`src/hw/rtl/srm_pkg.sv`:
```
// ----------------------------------------------------------------------------
// srm_pkg
// Shared types, constants and the control store for the slewed random
// modulator sequencer.
// ----------------------------------------------------------------------------
package srm_pkg;

    // config port
    localparam int ADDR_W = 4;
    localparam int DATA_W = 32;

    typedef enum logic [1:0] {
        REG_RATE_CFG,
        REG_DEPTH_CFG,
        REG_MODE,
        REG_SAMPLE_PERIOD
    } reg_idx_t;

    localparam logic [14:0] RATE_CFG_RST      = 15'd1024;
    localparam logic [15:0] DEPTH_CFG_RST     = 16'd16384;
    localparam logic [31:0] SAMPLE_PERIOD_RST = 32'd89478;

    localparam logic MODE_NOISE = 1'b0;
    localparam logic MODE_WALK  = 1'b1;

    // arithmetic constants
    localparam int RATE_MAX   = 20480;  // 20 Hz in 1/1024 Hz
    localparam int DEPTH_MAX  = 32768;  // 1.0 in Q1.15
    localparam int WALK_GAIN  = 3277;   // 0.1 in Q0.15
    localparam int TGT_FRAC   = 15;     // target level fraction bits
    localparam int STEP_ROUND = 16384;  // half LSB of walk step
    localparam int STEP_W     = 13;     // walk step fits +-3277
    localparam int RATE_FRAC  = 42;     // 10 rate frac + 32 period frac
    localparam int SLEW_FRAC  = 36;
    localparam int SLEW_W     = 37;     // slew in [0, 1], Q1.36
    localparam int SLEW_LO_W  = 18;     // low partial product slice

    // ------------------------------------------------------------------------
    // Control store
    // ------------------------------------------------------------------------
    typedef enum logic [3:0] {
        ST_WAIT,
        ST_MUL_INC,
        ST_PHASE,
        ST_TARGET,
        ST_DIFF,
        ST_MUL_LO,
        ST_MUL_HI,
        ST_LEVEL,
        ST_MUL_OUT,
        ST_OUT
    } step_t;

    typedef enum logic [2:0] {
        MS_RATE,
        MS_WALK,
        MS_LO,
        MS_HI,
        MS_DEPTH
    } mul_sel_t;

    typedef enum logic [1:0] {
        HOLD_NONE,
        HOLD_IN,
        HOLD_OUT
    } hold_t;

    typedef enum logic [1:0] {
        JC_NEXT,
        JC_NO_WRAP,
        JC_GOTO
    } jump_t;

    typedef struct packed {
        mul_sel_t mul_sel;
        logic     ld_prod;
        logic     ld_phase;
        logic     ld_target;
        logic     ld_diff;
        logic     ld_acc;
        logic     ld_level;
        logic     ld_out;
        hold_t    hold;
        jump_t    jc;
        step_t    dest;
    } ucode_t;

    localparam ucode_t UC_NOP = '{
        mul_sel:   MS_RATE,
        ld_prod:   1'b0,
        ld_phase:  1'b0,
        ld_target: 1'b0,
        ld_diff:   1'b0,
        ld_acc:    1'b0,
        ld_level:  1'b0,
        ld_out:    1'b0,
        hold:      HOLD_NONE,
        jc:        JC_NEXT,
        dest:      ST_WAIT
    };

    function automatic ucode_t ucode_fetch(input step_t step);
        ucode_t uc;
        uc = UC_NOP;
        case (step)
            ST_WAIT:
            begin
                uc.hold = HOLD_IN;
            end
            ST_MUL_INC:
            begin
                uc.mul_sel = MS_RATE;
                uc.ld_prod = 1'b1;
            end
            ST_PHASE:
            begin
                uc.ld_phase = 1'b1;
                uc.mul_sel  = MS_WALK;
                uc.ld_prod  = 1'b1;
                uc.jc       = JC_NO_WRAP;
                uc.dest     = ST_DIFF;
            end
            ST_TARGET:
            begin
                uc.ld_target = 1'b1;
            end
            ST_DIFF:
            begin
                uc.ld_diff = 1'b1;
            end
            ST_MUL_LO:
            begin
                uc.mul_sel = MS_LO;
                uc.ld_prod = 1'b1;
            end
            ST_MUL_HI:
            begin
                uc.ld_acc  = 1'b1;
                uc.mul_sel = MS_HI;
                uc.ld_prod = 1'b1;
            end
            ST_LEVEL:
            begin
                uc.ld_level = 1'b1;
            end
            ST_MUL_OUT:
            begin
                uc.mul_sel = MS_DEPTH;
                uc.ld_prod = 1'b1;
            end
            ST_OUT:
            begin
                uc.ld_out = 1'b1;
                uc.hold   = HOLD_OUT;
                uc.jc     = JC_GOTO;
                uc.dest   = ST_WAIT;
            end
            default:
            begin
                uc.jc   = JC_GOTO;
                uc.dest = ST_WAIT;
            end
        endcase
        return uc;
    endfunction

endpackage

```
`src/hw/rtl/slewed_random_modulator.sv`:
```
// ----------------------------------------------------------------------------
// slewed_random_modulator
// Smoothed random LFO: a phase accumulator draws a new noise or random-walk
// target on each wrap, the level glides toward it, output is depth * level.
// ----------------------------------------------------------------------------
//
//  channel | handshake                  | word
//  --------+----------------------------+-----------------------------------------
//  in      | in_valid, in_ready         | rate_mod, depth_mod, random_value
//  out     | out_valid, out_ready       | value
//  cfg     | psel, penable, pwrite      | paddr, pwdata, prdata, pready (4 regs)
//
//  One word is handled at a time by a 10-step microprogram around one shared
//  signed multiplier; the target step is skipped when the phase does not wrap.
//  The multiplier is used five times per word.
//  A new word is taken in the cycle after the result is loaded into the output
//  register, so a waiting result does not block the next input.
//  A result that cannot be loaded (output still full, not taken) holds the
//  sequencer in its last step. No clearing pass after reset.
//
module slewed_random_modulator #(
    parameter int PHASE_BITS  = 32,
    parameter int SAMPLE_BITS = 16
) (
    input  logic                        clk,
    input  logic                        rst_n,

    input  logic                        in_valid,
    output logic                        in_ready,
    input  logic signed [15:0]          rate_mod,
    input  logic signed [15:0]          depth_mod,
    input  logic        [15:0]          random_value,

    output logic                        out_valid,
    input  logic                        out_ready,
    output logic signed [15:0]          value,

    input  logic                        psel,
    input  logic                        penable,
    input  logic                        pwrite,
    input  logic [srm_pkg::ADDR_W-1:0]  paddr,
    input  logic [srm_pkg::DATA_W-1:0]  pwdata,
    output logic [srm_pkg::DATA_W-1:0]  prdata,
    output logic                        pready
);

    import srm_pkg::*;

    // ------------------------------------------------------------------------
    // Derived widths
    // ------------------------------------------------------------------------
    localparam int LW    = SAMPLE_BITS + 1;          // level, signed
    localparam int DW    = SAMPLE_BITS + 2;          // level difference
    localparam int AW    = (DW > 17) ? DW : 17;      // multiplier A, signed
    localparam int BW    = DATA_W + 1;               // multiplier B, positive
    localparam int MW    = AW + BW;                  // product
    localparam int IW    = PHASE_BITS + 5;           // phase increment
    localparam int SHIFT = RATE_FRAC - PHASE_BITS;   // product to phase units
    localparam int ACW   = DW + SLEW_W + 1;          // glide accumulator

    localparam logic [SLEW_W-1:0] SLEW_ONE   = {1'b1, {SLEW_FRAC{1'b0}}};
    localparam logic [ACW-1:0]    SLEW_ROUND =
        {{(ACW - SLEW_FRAC){1'b0}}, 1'b1, {(SLEW_FRAC - 1){1'b0}}};

    // ------------------------------------------------------------------------
    // Registers
    // ------------------------------------------------------------------------
    // config
    logic [14:0]              rate_cfg_reg,      rate_cfg_next;
    logic [15:0]              depth_cfg_reg,     depth_cfg_next;
    logic                     mode_reg,          mode_next;
    logic [31:0]              sample_period_reg, sample_period_next;

    // sequencer and state
    step_t                    step_reg,          step_next;
    logic                     out_valid_reg,     out_valid_next;
    logic [PHASE_BITS-1:0]    phase_reg,         phase_next;
    logic signed [LW-1:0]     level_reg,         level_next;
    logic signed [15:0]       target_reg,        target_next;

    // per-word datapath
    logic [14:0]              rate_reg,          rate_next;
    logic [15:0]              depth_reg,         depth_next;
    logic [15:0]              rnd_reg,           rnd_next;
    logic signed [MW-1:0]     prod_reg,          prod_next;
    logic [SLEW_W-1:0]        slew_reg,          slew_next;
    logic signed [DW-1:0]     diff_reg,          diff_next;
    logic signed [ACW-1:0]    acc_reg,           acc_next;
    logic signed [15:0]       value_reg,         value_next;

    // ------------------------------------------------------------------------
    // Combinational datapath
    // ------------------------------------------------------------------------
    ucode_t                   uc;
    logic                     in_accept;
    logic                     out_free;
    logic                     advance;
    logic                     cfg_write;
    reg_idx_t                 reg_sel;

    logic signed [19:0]       br8;
    logic signed [19:0]       rmod20;
    logic signed [19:0]       r8;
    logic signed [19:0]       r8_div;
    logic [14:0]              rate_calc;
    logic signed [17:0]       dsum;
    logic [15:0]              depth_calc;

    logic signed [AW-1:0]     mul_a;
    logic signed [BW-1:0]     mul_b;
    logic signed [MW-1:0]     product;

    logic [IW-1:0]            inc;
    logic [IW:0]              phase_sum;
    logic                     wrap;
    logic                     slew_full;
    logic [SLEW_FRAC-1:0]     slew_frac;

    logic signed [15:0]       centered;
    logic signed [MW-1:0]     walk_step_sum;
    logic signed [STEP_W-1:0] walk_step;
    logic signed [15:0]       cur15;
    logic signed [16:0]       walk_sum;
    logic signed [15:0]       walk_target;

    logic signed [LW-1:0]     tgt_frac;
    logic signed [ACW-1:0]    glide_total;
    logic signed [DW-1:0]     delta;
    logic signed [MW-1:0]     out_wide;

    assign uc        = ucode_fetch(step_reg);
    assign in_ready  = (uc.hold == HOLD_IN);
    assign in_accept = in_valid && in_ready;
    assign out_free  = !out_valid_reg || out_ready;
    assign out_valid = out_valid_reg;
    assign value     = value_reg;
    assign pready    = 1'b1;
    assign cfg_write = psel && penable && pwrite;
    assign reg_sel   = reg_idx_t'(paddr[3:2]);

    // register readback
    always_comb
    begin
        case (reg_sel)
            REG_RATE_CFG:      prdata = DATA_W'(rate_cfg_reg);
            REG_DEPTH_CFG:     prdata = DATA_W'(depth_cfg_reg);
            REG_MODE:          prdata = DATA_W'(mode_reg);
            REG_SAMPLE_PERIOD: prdata = sample_period_reg;
            default:           prdata = '0;
        endcase
    end

    // rate = floor((8*rate_cfg + 5*rate_mod) / 8), clamped to [1, 20480]
    always_comb
    begin
        br8    = signed'(20'({rate_cfg_reg, 3'b000}));
        rmod20 = 20'(rate_mod);
        r8     = br8 + (rmod20 <<< 2) + rmod20;
        r8_div = r8 >>> 3;
        if (r8 < 20'sd8)
            rate_calc = 15'd1;
        else if (r8_div > 20'(RATE_MAX))
            rate_calc = 15'(RATE_MAX);
        else
            rate_calc = r8_div[14:0];

        dsum = signed'(18'(depth_cfg_reg)) + 18'(depth_mod);
        if (dsum < 18'sd0)
            depth_calc = '0;
        else if (dsum > 18'(DEPTH_MAX))
            depth_calc = 16'(DEPTH_MAX);
        else
            depth_calc = dsum[15:0];
    end

    // shared multiplier
    always_comb
    begin
        case (uc.mul_sel)
            MS_RATE:
            begin
                mul_a = AW'({1'b0, rate_reg});
                mul_b = BW'(sample_period_reg);
            end
            MS_WALK:
            begin
                mul_a = AW'(centered);
                mul_b = BW'(WALK_GAIN);
            end
            MS_LO:
            begin
                mul_a = AW'(diff_reg);
                mul_b = BW'(slew_reg[SLEW_LO_W-1:0]);
            end
            MS_HI:
            begin
                mul_a = AW'(diff_reg);
                mul_b = BW'(slew_reg[SLEW_W-1:SLEW_LO_W]);
            end
            MS_DEPTH:
            begin
                mul_a = AW'(level_reg);
                mul_b = BW'(depth_reg);
            end
            default:
            begin
                mul_a = '0;
                mul_b = '0;
            end
        endcase
        product = mul_a * mul_b;
    end

    // phase step
    assign inc       = prod_reg[SHIFT +: IW];
    assign phase_sum = (IW + 1)'(phase_reg) + (IW + 1)'(inc);
    assign wrap      = |phase_sum[IW:PHASE_BITS];
    assign slew_full = |inc[IW-1:PHASE_BITS];

    // slew held as Q0.36
    if (PHASE_BITS >= SLEW_FRAC)
    begin : g_slew_trunc
        assign slew_frac = inc[PHASE_BITS-1 -: SLEW_FRAC];
    end
    else
    begin : g_slew_ext
        assign slew_frac = {inc[PHASE_BITS-1:0], {(SLEW_FRAC - PHASE_BITS){1'b0}}};
    end

    // Q1.15 <-> level format, floor shifts
    if (SAMPLE_BITS >= TGT_FRAC)
    begin : g_lvl_wide
        assign cur15    = level_reg[LW-1 -: 16];
        assign tgt_frac = LW'(target_reg) <<< (SAMPLE_BITS - TGT_FRAC);
    end
    else
    begin : g_lvl_narrow
        assign cur15    = 16'(level_reg) <<< (TGT_FRAC - SAMPLE_BITS);
        assign tgt_frac = target_reg[15 -: LW];
    end

    // new target: noise = r - 0.5 scaled, walk = level + 0.1 * noise
    assign centered      = signed'({~rnd_reg[15], rnd_reg[14:0]});
    assign walk_step_sum = prod_reg + MW'(STEP_ROUND);
    assign walk_step     = STEP_W'(walk_step_sum >>> TGT_FRAC);
    assign walk_sum      = 17'(cur15) + 17'(walk_step);

    always_comb
    begin
        if (walk_sum > 17'sd32767)
            walk_target = 16'sh7FFF;
        else if (walk_sum < -17'sd32768)
            walk_target = 16'sh8000;
        else
            walk_target = walk_sum[15:0];
    end

    // glide: diff * slew built from two partial products, rounded
    assign glide_total = acc_reg + (ACW'(prod_reg) <<< SLEW_LO_W);
    assign delta       = DW'(glide_total >>> SLEW_FRAC);
    assign out_wide    = prod_reg >>> SAMPLE_BITS;

    // ------------------------------------------------------------------------
    // Sequencer and next-state logic
    // ------------------------------------------------------------------------
    always_comb
    begin
        rate_cfg_next      = rate_cfg_reg;
        depth_cfg_next     = depth_cfg_reg;
        mode_next          = mode_reg;
        sample_period_next = sample_period_reg;
        step_next          = step_reg;
        out_valid_next     = out_valid_reg;
        phase_next         = phase_reg;
        level_next         = level_reg;
        target_next        = target_reg;
        rate_next          = rate_reg;
        depth_next         = depth_reg;
        rnd_next           = rnd_reg;
        prod_next          = prod_reg;
        slew_next          = slew_reg;
        diff_next          = diff_reg;
        acc_next           = acc_reg;
        value_next         = value_reg;

        if (cfg_write)
        begin
            case (reg_sel)
                REG_RATE_CFG:      rate_cfg_next      = pwdata[14:0];
                REG_DEPTH_CFG:     depth_cfg_next     = pwdata[15:0];
                REG_MODE:          mode_next          = pwdata[0];
                REG_SAMPLE_PERIOD: sample_period_next = pwdata;
                default:           ;
            endcase
        end

        case (uc.hold)
            HOLD_IN:  advance = in_valid;
            HOLD_OUT: advance = out_free;
            default:  advance = 1'b1;
        endcase

        if (out_valid_reg && out_ready)
            out_valid_next = 1'b0;

        if (in_accept)
        begin
            rate_next  = rate_calc;
            depth_next = depth_calc;
            rnd_next   = random_value;
        end

        if (advance)
        begin
            if (uc.ld_prod)
                prod_next = product;
            if (uc.ld_phase)
            begin
                phase_next = phase_sum[PHASE_BITS-1:0];
                slew_next  = slew_full ? SLEW_ONE : {1'b0, slew_frac};
            end
            if (uc.ld_target)
                target_next = (mode_reg == MODE_NOISE) ? centered : walk_target;
            if (uc.ld_diff)
                diff_next = DW'(tgt_frac) - DW'(level_reg);
            if (uc.ld_acc)
                acc_next = ACW'(prod_reg) + signed'(SLEW_ROUND);
            if (uc.ld_level)
                level_next = level_reg + LW'(delta);
            if (uc.ld_out)
            begin
                out_valid_next = 1'b1;
                if (out_wide > MW'(32767))
                    value_next = 16'sh7FFF;
                else if (out_wide < MW'(-32768))
                    value_next = 16'sh8000;
                else
                    value_next = out_wide[15:0];
            end

            case (uc.jc)
                JC_NEXT:    step_next = step_t'(step_reg + 4'd1);
                JC_NO_WRAP: step_next = wrap ? step_t'(step_reg + 4'd1) : uc.dest;
                JC_GOTO:    step_next = uc.dest;
                default:    step_next = ST_WAIT;
            endcase
        end
    end

    // control and architectural state
    always_ff @(posedge clk or negedge rst_n)
    begin
        if (!rst_n)
        begin
            rate_cfg_reg      <= RATE_CFG_RST;
            depth_cfg_reg     <= DEPTH_CFG_RST;
            mode_reg          <= MODE_WALK;
            sample_period_reg <= SAMPLE_PERIOD_RST;
            step_reg          <= ST_WAIT;
            out_valid_reg     <= 1'b0;
            phase_reg         <= '0;
            level_reg         <= '0;
            target_reg        <= '0;
        end
        else
        begin
            rate_cfg_reg      <= rate_cfg_next;
            depth_cfg_reg     <= depth_cfg_next;
            mode_reg          <= mode_next;
            sample_period_reg <= sample_period_next;
            step_reg          <= step_next;
            out_valid_reg     <= out_valid_next;
            phase_reg         <= phase_next;
            level_reg         <= level_next;
            target_reg        <= target_next;
        end
    end

    // payload, no reset
    always_ff @(posedge clk)
    begin
        rate_reg  <= rate_next;
        depth_reg <= depth_next;
        rnd_reg   <= rnd_next;
        prod_reg  <= prod_next;
        slew_reg  <= slew_next;
        diff_reg  <= diff_next;
        acc_reg   <= acc_next;
        value_reg <= value_next;
    end

endmodule

```
`config.mk`:
```
export PLATFORM = sky130hd
export DESIGN_NAME = slewed_random_modulator
export DESIGN_NICKNAME = d
export VERILOG_FILES = /design/src/hw/rtl/srm_pkg.sv /design/src/hw/rtl/slewed_random_modulator.sv
export SDC_FILE = /design/constraint.sdc
export NUM_CORES = 2
export LEC_CHECK = 0
export BUFFER_PORTS_ARGS = -buffer_cell sky130_fd_sc_hd__buf_2
export CAP_MARGIN = 20
export CORE_UTILIZATION = 35
export CTS_BUF_LIST = sky130_fd_sc_hd__clkbuf_8
export CTS_CLUSTER_SIZE = 25
export DETAILED_ROUTE_END_ITERATION = 10
export PLACE_DENSITY = 0.53
export REMOVE_ABC_BUFFERS = 1
export SLEW_MARGIN = 10
export SYNTH_ARGS = -nofsm -noshare
export SYNTH_HDL_FRONTEND = slang
export SYNTH_SLANG_ARGS = --single-unit
```
`constraint.sdc`:
```
create_clock -name clk -period 9.2 [get_ports clk]
set_clock_uncertainty 0.15 [all_clocks]
set_input_delay 2.3 -clock clk [delete_from_list [all_inputs] [get_ports clk]]
set_output_delay 2.3 -clock clk [all_outputs]
set_load 0.005 [all_outputs]
```
Word level (Yosys, flattened, before mapping)
Index checks and enable logic that the tools add are counted.
Widths: inputs -> output; s select.
{"block": "op_classes", "addsub": 11, "multipliers": 1, "order_cmp": 8, "eq_ne": 20, "mux": 25, "bitwise": 1, "n_reduce_logical": 27}
{"op": "$pmux 32 s5", "count": 1}
{"op": "$pmux 32 s4", "count": 1}
{"op": "$mux 16", "count": 5}
{"op": "$pmux 18 s4", "count": 1}
{"op": "$add 52x53->53", "count": 1}
{"op": "$add 51x37->52 const B", "count": 1}
{"op": "$mul 18x33->51", "count": 1}
{"op": "$add 32x37->38", "count": 1}
{"op": "$mux 37", "count": 1}
{"op": "$gt 35x16->1 const B", "count": 1}
{"op": "$lt 35x16->1 const B", "count": 1}
{"op": "$gt 17x16->1 const B", "count": 2}
{"op": "$add 28x16->28 const B", "count": 1}
{"op": "$reduce_and 2->1", "count": 11}
{"op": "$add 19x18->20", "count": 1}
{"op": "$add 20x16->20", "count": 1}
{"op": "$lt 20x5->1 const B", "count": 1}
{"op": "$pmux 4 s5", "count": 1}
{"op": "$add 17x16->18", "count": 1}
{"op": "$gt 18x17->1 const B", "count": 1}
{"op": "$lt 18x1->1 const B", "count": 1}
{"op": "$sub 17x17->18", "count": 1}
{"op": "$add 16x13->17", "count": 1}
{"op": "$add 17x17->17", "count": 1}
{"op": "other kinds (29)", "count": 54}
{"block": "word_totals", "reg_bits": 355, "inputBits": 91, "elab_cells": 113}

Depth between registers and ports, before layout
{"block": "logic_depth", "ltp_word": 6, "ltp_mapped": 35, "ltp_nobuf": 31}

Worst setup path after synthesis
OpenSTA, ideal clock, no wires.
{"block": "synth_timing", "path_kind": "reg-to-reg", "start": "register step_reg[0]", "end": "register prod_reg[42], data pin", "t_arrival_ps": 8376, "slack_ps": 408, "path_stages_with_launch": 34, "path_buffers": 3, "path_cell_list": "dfrtp_1 -> inv_1 -> ha_1 -> nor2_1 -> nor2_1 -> nor3_1 -> clkbuf_1 -> nand2_1 -> nand2_1 -> clkbuf_1 -> buf_1 -> nand2_1 -> fa_1 -> inv_1 -> fa_1 -> inv_1 -> fa_1 -> inv_1 -> fa_1 -> fa_1 -> inv_1 -> fa_1 -> inv_1 -> ha_1 -> and3_1 -> and4_1 -> a21oi_1 -> a211oi_1 -> or3_1 -> o41ai_1 -> o21ai_0 -> a311oi_1 -> o21ai_1 -> xor2_1"}
{"block": "synth_between", "elab_chain_len": 6, "word_cells_on_any_way": 15, "cone_classes": "mul: 1; eq/ne: 9; mux: 3; reduce/logical: 2"}
{"item": "from (decl)", "line_no": "slewed_random_modulator.sv:75", "source": "step_t step_reg, step_next;"}
{"item": "from (signal assigned)", "line_no": "slewed_random_modulator.sv:371", "source": "step_reg <= step_next;"}
{"item": "$eq 4x4->1, or another cell as far along", "line_no": "srm_pkg.sv:105", "source": "case (step)"}
{"item": "$pmux 4 s5 (*)", "line_no": "srm_pkg.sv:105"}
{"item": "$eq 3x2->1", "line_no": "slewed_random_modulator.sv:179", "source": "case (uc.mul_sel)"}
{"item": "$reduce_or 2->1 (no source line)"}
{"item": "$pmux 18 s4", "line_no": "slewed_random_modulator.sv:179"}
{"item": "$mul 18x33->51 (*)", "line_no": "slewed_random_modulator.sv:211", "source": "product = mul_a * mul_b;"}
{"item": "net product[42]", "line_no": "slewed_random_modulator.sv:111", "source": "logic signed [MW-1:0] product;"}
{"item": "to (signal assigned)", "line_no": "slewed_random_modulator.sv:385", "source": "prod_reg <= prod_next;"}
{"item": "to (decl)", "line_no": "slewed_random_modulator.sv:85", "source": "logic signed [MW-1:0] prod_reg, prod_next;"}
The timed path passes the listed nets; every way through them passes the cells marked *.
A chain may end at the register's enable or synchronous reset.

Worst setup path in the final report
{"block": "layout_timing", "start": "register step_reg[0]", "end": "register prod_reg[47], data pin"}
Same word-level chain as after synthesis.

==> results.json <==
{
  "r2r_slack_ps": 290,
  "viasPerCell": 5.118,
  "drt-initial-drc-count": 2215,
  "final_cell_mix": "744 x inv_1, 523 x nand2_1, 500 x fa_1",
  "drc_errors": 0,
  "die_area_um2": 113400,
  "clock_sinks": 333,
  "period_needed_ps": 8914,
  "worst_pin_slew_ps": 1108,
  "gp_congestion": 0.9082,
  "syn_inst": 4240,
  "die_y_um": 336.8,
  "synth.avg_cell_area_um2": 9.252,
  "drt-wirelength-per-cell_um": 20.64,
  "coreArea_um2": 110800,
  "finalHoldViolations": 0,
  "numCtsBuffers": 70,
  "vias": 31053,
  "cts_tree": "done",
  "synthArstFlopShare_pct": 40.24,
  "placementRows": 122,
  "relSlewSlack_pct": 25.97,
  "worst-endpoint-arrival_ps": 9230,
  "status": "completed",
  "drv_slew": 0,
  "grt_overflow": 0,
  "clk_latency_ps": 720,
  "hpwl_mm": 101.4,
  "drv_cap": 0,
  "startpoint_type": "flop",
  "critPathMaxStageDelay_ps": 570,
  "initial_core_util_pct": 35.40,
  "yosysTopAreaCellShare_pct": 25.52,
  "end_kind": "flop",
  "slowest_stage": "fa_1",
  "cts_hold_buffers": 0,
  "final_common_cell": "inv_1",
  "synth.distinct_cells": 91,
  "netlist_area_um2": 39230,
  "nNetsFinal": 5429,
  "clk_pin_slew_ps": 60,
  "htreeDepth": 3,
  "syn_to_final_growth_pct": 13.73,
  "setup_viol": 0,
  "port_buffers": 138,
  "track_usage_pct": 22.53,
  "finalCritPeriodShare_pct": 96.89,
  "ys_ff_latch": 333,
  "synth_ff_type": "edfxtp_1",
  "synth_area_leaders": "fa_1 26%, edfxtp_1 15%, ha_1 10%",
  "io_pins": 142,
  "grt_max_degree": 84,
  "antenna_found_initial": 11,
  "ant_nets": 0,
  "max_clock_freq_mhz": 112.2,
  "cp_max_fo": 28,
  "yosysWarnings": 0,
  "cp.required_ps": 9510,
  "wl_mm": 125.3,
  "drive_above_1_share_pct": 12.67,
  "root_buffer": "clkbuf_8",
  "path_buf_inv": 10,
  "ctsLongestPathBuffers": 3,
  "grt_pass1_vias": 31447,
  "grt_pass1_wl_mm": 191.9,
  "drt-pass1-iter-count": 5,
  "stdcell_count": 6068,
  "die_x_um": 336.8,
  "yosys.area.top_type": "fa_1",
  "placed_cells": 5933,
  "worstSetupPathType": "flop to flop",
  "yosysSeqAreaShare_pct": 23.82,
  "worstHoldPathType": "flop to flop",
  "largest_register_ffs": 51,
  "critPathTopFamily": "adder cells",
  "synth_edf_count": 199
}
[final timing paths]
kind | startpoint | endpoint | cells after the start
hold / removal | phase_reg[25]$_DFFE_PN0P_ | phase_reg[25]$_DFFE_PN0P_ | 2
hold reg to reg | phase_reg[25]$_DFFE_PN0P_ | phase_reg[25]$_DFFE_PN0P_ | 2
max in group asynchronous | rst_n | target_reg[14]$_DFFE_PN0P_ | 2
min in group asynchronous | rst_n | phase_reg[18]$_DFFE_PN0P_ | 1
setup reg to reg | step_reg[0]$_DFFE_PN0N_ | prod_reg[47]$_DFFE_PP_ | 33
setup / recovery | step_reg[0]$_DFFE_PN0N_ | prod_reg[47]$_DFFE_PP_ | 33
[cell type report]
class,count,area [um^2]
Antenna cell,2,5.005
Clock buffer,77,1060
Clock inverter,50,369.1
Fill cell,11300,66210
Inverter,720,2703
Multi-Input combinational cell,3052,26800
Sequential cell,333,9344
Tap cell,1488,1862
Timing Repair Buffer,346,2471
[repair_timing]
item	4_1_cts	5_1_grt
setup buffers	0	4
setup endpoints to repair	0	11
gates resized for setup	0	14
[synthesized netlist by cell type, types with 6 or more instances]
cell / number
a222oi_1: 6
o21bai_1: 27
nand3_1: 42
nor2b_1: 30
a221oi_1: 10
dfrtp_1: 122
a21boi_0: 8
o31ai_1: 13
o211a_1: 6
nand2_1: 524
a31oi_1: 23
xor2_1: 57
a2111oi_0: 9
o311ai_0: 7
nand4_1: 48
o21a_1: 46
a211oi_1: 18
clkbuf_1: 155
inv_1: 719
ha_1: 315
nor2_1: 391
and2_1: 63
xnor2_1: 93
and4_1: 24
nor3b_1: 8
mux2_2: 66
or3_1: 15
edfxtp_1: 199
nand2b_1: 28
dfstp_2: 12
a311oi_1: 8
or2_2: 13
o211ai_1: 12
a22oi_1: 9
nor3_1: 62
and3_1: 44
a21o_1: 70
nor4_1: 7
a221o_1: 20
a21oi_1: 146
fa_1: 500
o21ai_0: 148
mux2i_1: 18
[layer usage]
layer / vias to the layer above / share of wire (%) / track usage, % / routed length, um
met4: 2 / 3.6 / 8.017 / 4522
met5: - / 0.010 / 0 / 13
met1: 15528 / 45 / 31.45 / 56630
met3: 178 / 5.9 / 3.043 / 7405
met2: 911 / 45 / 35.65 / 56690
li1: 14434 / - / - / -
[through the flow]
step	area [um^2]	setup TNS, ps	utilization, %	setup WS (ps)	hold WS (ps)
global placement	43080	0	38.87	122.9	314.6
global route	44610	-13.24	40.26	-13.24	363.8
detailed placement	43080	0	38.87	86.11	322.1
finish	44610	0	40.26	285.8	334.7
CTS	44510	0	40.16	32.53	337.7
floorplan	38710	-49400	-	-2220	295.3
[worst min-delay path: stages, from the launching register on]
cell and delay, ps:
dfrtp_1 350, nand2_1 60, nand2_1 50
[kinds of logic after synthesis]
kind of cell,Yosys count,synth area share (%)
and+or+nand+nor,1322,15.21
DFF,333,23.82
other,2,0.01915
buffers and inverters,880,8.434
AOI/OAI and AO/OA,648,11.06
muxes,85,2.411
xor gates and xnor gates,150,3.349
adders and majority gates,820,35.69
Power is not shown: default switching activity piles up to over one toggle a cycle in this logic, so the estimate is an artifact.
